$ cat src/sv/chained_hash_table_with_growth_macros.svh
// ---------------------------------------------------------------------------
// Assertion macros for the chained hash table
// Shared same-cycle and next-cycle implication property forms.
// ---------------------------------------------------------------------------
`ifndef CHAINED_HASH_TABLE_WITH_GROWTH_MACROS_SVH
`define CHAINED_HASH_TABLE_WITH_GROWTH_MACROS_SVH

// same-cycle implication
`define CHTG_ASSERT_IMPL(label, ante, cons, msg) \
  label: assert property (@(posedge clk) disable iff (!rst_n) (ante) |-> (cons)) \
    else $error(msg);

// next-cycle implication
`define CHTG_ASSERT_NEXT(label, ante, cons, msg) \
  label: assert property (@(posedge clk) disable iff (!rst_n) (ante) |=> (cons)) \
    else $error(msg);

`endif

$ cat src/sv/chtg_ram.sv
// ---------------------------------------------------------------------------
// chtg_ram
// Generic single-write, single-read RAM with registered read data.
// ---------------------------------------------------------------------------
module chtg_ram #(
  parameter int WIDTH = 8,
  parameter int DEPTH = 64
) (
  input  logic                     clk,
  input  logic                     we,
  input  logic [$clog2(DEPTH)-1:0] waddr,
  input  logic [WIDTH-1:0]         wdata,
  input  logic [$clog2(DEPTH)-1:0] raddr,
  output logic [WIDTH-1:0]         rdata
);

  logic [WIDTH-1:0] mem [DEPTH];

  always_ff @(posedge clk) begin
    if (we) begin
      mem[waddr] <= wdata;
    end
    rdata <= mem[raddr];
  end

endmodule
$ cat config.mk
export PLATFORM = sky130hd
export DESIGN_NAME = chtg_ram
export DESIGN_NICKNAME = d
export VERILOG_FILES = /design/src/sv/chained_hash_table_with_growth_macros.svh /design/src/sv/chtg_ram.sv
export SDC_FILE = /design/constraint.sdc
export NUM_CORES = 1
export LEC_CHECK = 0
export BUFFER_PORTS_ARGS = -buffer_cell sky130_fd_sc_hd__buf_2
export CAP_MARGIN = 20
export CORE_UTILIZATION = 60
export DETAILED_ROUTE_END_ITERATION = 10
export PLACE_DENSITY = 0.76
export REMOVE_ABC_BUFFERS = 1
export SETUP_SLACK_MARGIN = 0.3
export SLEW_MARGIN = 25
export SYNTH_ARGS = -nofsm -noshare
export SYNTH_HDL_FRONTEND = slang
export SYNTH_SLANG_ARGS = --single-unit
$ cat constraint.sdc
create_clock -name clk -period 2.8 [get_ports clk]
set_clock_uncertainty 0.1 [all_clocks]
set_input_delay 0.28 -clock clk [delete_from_list [all_inputs] [get_ports clk]]
set_output_delay 0.28 -clock clk [all_outputs]
set_load 0.03 [all_outputs]
==> flow_summary_export.csv <==
group,metric,value,unit
setup_path,crit_path_max_fanout,1,
setup_path,crit_family,"multiplexers",
cts,cts.root.buffer_cell,"clkbuf_16",
drt,dr_wl_met2,21900,um
floorplanning,start_util,61.5,%
cts,clockBufferDepth,3,
synth,syn_area_per_cell,21.5,um2
synth,synthFlopType,"edfxtp_1",
sta,grt_setup_unrepaired,"no",
setup_path,end_kind,"flip-flop",
synth,syn_area,20200,um2
drt,drtAntennaViolNets,0,
place,dp_hpwl,27800,um
drt,drtIter0Drc,1253,
drt,drt-met1-wl,17800,um
finish,fin_util,70.8,%
hold_path,hold_depth,3,
cts,cts_setup_buffers,0,
cts,cts_buffers,50,
drt,wl_met3,4130,um
finish,stdcell_area,23200,um2
grt,grt_util_all_layers,27.8,%
finish,nNetsFinal,1100,
cts,htree_levels,2,
finish,areaGrowthSynthToFinish,15.0,%
setup_path,path_depth,5,
drt,top_layer_used,"met5",
pwr,ir_worst_vdd,0.000629,V
floorplanning,core_area,32800,um2
synth,ys_ff_latch,520,
drt,drc,0,
setup_path,max_stage_delay,530,ps
hold_path,hp-class,"input pin to flip-flop",
floorplanning,die_w,185,um
finish,drive_gt1_share,31.2,%
floorplanning,io_pins,30,
synth,synth.distinct_cells,40,
floorplanning,dieArea,34300,um2
sta,slew_violations,0,
floorplanning,die_h,185,um
cts,worstSkewPairLatency,560,ps
setup_path,r2r_cells,5,
sta,worstMarginPinSlew,896,ps
pwr,power.total,16200,uW
status,status,"finished clean",
setup_path,critPathBufInv,0,
cts,cts_sinks,520,
sta,relSlewSlack,40.1,%
setup_path,start_kind,"flip-flop",
place,gp_congestion,0.838,
sta,hold_viol_final,0,
sta,whs,92.4,ps
sta,clock.fmax,420,MHz
cts,cts_tree,"done",
sta,setup_viol,0,
synth,ys_seq_area_share,77.0,%
drt,detail_route.vias_per_cell,6.48,
grt,grt_pass1_wl,67100,um
sta,min_period_over_period,85.0,%
synth,yosys_warnings,0,
grt,grt_max_degree,65,
setup_path,crit_chain,"mux4_2 -> mux2_2 -> o221a_2 -> nor3_1 -> o32ai_1",
grt,grt-ovfl-total,0,
setup_path,crit_path_top_delay_cell,"nor3_1",
grt,grt_pass1_vias,10400,
cts,clk_transition_reported_paths,60,ps
place,place_area,21500,um2
setup_path,required,3110,ps
synth,async_flop_share,0,%
drt,detail_route.wl_per_cell,28.8,um
grt,grt_antenna_before_repair,1,
drt,wirelength,45100,um
drt,num_vias,10100,
sta,timing.setup.tns,0,ps
pwr,leakage,0.00750,uW
floorplanning,rows,66,
drt,dr.pass1.iters,6,
sta,period_needed,2380,ps
finish,diodes,0,
pwr,p_per_area,700,nW/um2
setup_path,worst-setup-path-type,"flip-flop to flip-flop",
place,numPortBuffers,29,
run,drv_cap,0,
setup_path,arrival,2690,ps
synth,synth_edf_count,512,
synth,syn_inst,940,
[flip-flops by register name, summed over array words and instances, names as in the netlist]
register,count
mem,512
rdata,8
[layout make-up]
type                       instances  area, um2
clock buffer                      76       1500
clock inverter                    18        168
fill                            1931       9590
multi-input combinational        369       4320
sequential                       520      15500
tap                              442        553
timing repair buffer             137       1120
[logic make-up (layout without fill, tap and decap cells)]
family          Yosys count  in the layout  share of synthesized area [%]
compound gates           54             54                           2.07
simple gates            153            153                           3.39
flops                   520            520                           77.0
buf+inv                  51            231                           1.57
mux                     162            162                           15.9
[worst register-to-register path, stage by stage (launching register included)]
cell	delay, ps
edfxtp_1	380
mux4_2	470
mux2_2	300
o221a_2	300
nor3_1	530
o32ai_1	170
[where the power goes]
part	total (uW)	internal, uW	switching [uW]
Sequential	8640	8610	30.3
Combinational	868	341	527
Clock	6740	3980	2760
[Yosys cell counts (4+ instances only)]
master | number | area (um2)
edfxtp_1 | 512 | 15400
mux4_2 | 126 | 2840
nor2_1 | 83 | 312
mux2i_1 | 23 | 230
nand2_1 | 19 | 71.3
clkbuf_1 | 17 | 63.8
nor2b_1 | 14 | 87.6
buf_4 | 13 | 97.6
mux2_2 | 13 | 146
nand3_1 | 13 | 65.1
buf_2 | 11 | 55.1
dfxtp_1 | 8 | 160
o221ai_1 | 8 | 70.1
o22ai_1 | 8 | 50.1
nand2b_1 | 7 | 43.8
nor3_1 | 7 | 35.0
a221oi_1 | 6 | 52.6
a211oi_1 | 4 | 30.0
buf_1 | 4 | 15.0
buf_6 | 4 | 45.0
[cells in the final DEF, fill, tap and decap left out, types with 8 or more instances in the layout]
cell	netlist	final
nand3_1	13	13
nand2_1	19	19
o221ai_1	8	8
mux2i_1	23	23
mux4_2	126	126
clkbuf_1	17	14
clkbuf_16	0	53
o22ai_1	8	8
nor2_1	83	83
clkbuf_8	0	10
nor2b_1	14	14
edfxtp_1	512	512
buf_2	11	26
mux2_2	13	13
buf_12	2	12
buf_4	13	96
dfxtp_1	8	8
[metrics by stage]
stage,worst slack (ps),instances
2_1_floorplan,1020,889
3_3_place_gp,18.3,1466
3_5_place_dp,35.5,1466
4_1_cts,445,1562
5_1_grt,418,1562
6_report,421,1562
[routing by layer]
metal / global-route usage [%] / vias to the layer above
met5: 0 / -
met4: 9.06 / 2
met3: 5.05 / 89
met2: 43.7 / 585
met1: 40.0 / 5239
li1: - / 4207
[final timing paths]
path	from	to	slack, ps
setup / recovery	mem[29][6]$_DFFE_PP_	rdata[6]$_DFF_P_	420
hold / removal	raddr[5]	rdata[2]$_DFF_P_	90
setup reg to reg	mem[29][6]$_DFFE_PP_	rdata[6]$_DFF_P_	420
hold reg to reg	mem[34][0]$_DFFE_PP_	rdata[0]$_DFF_P_	730
[timing repair]
item / in CTS / in global routing
endpoints found under the hold margin: 3 / 0
hold buffers: 2 / 0
gates resized for setup: 0 / 0
No activity file was read; power rests on OpenSTA's default activity.
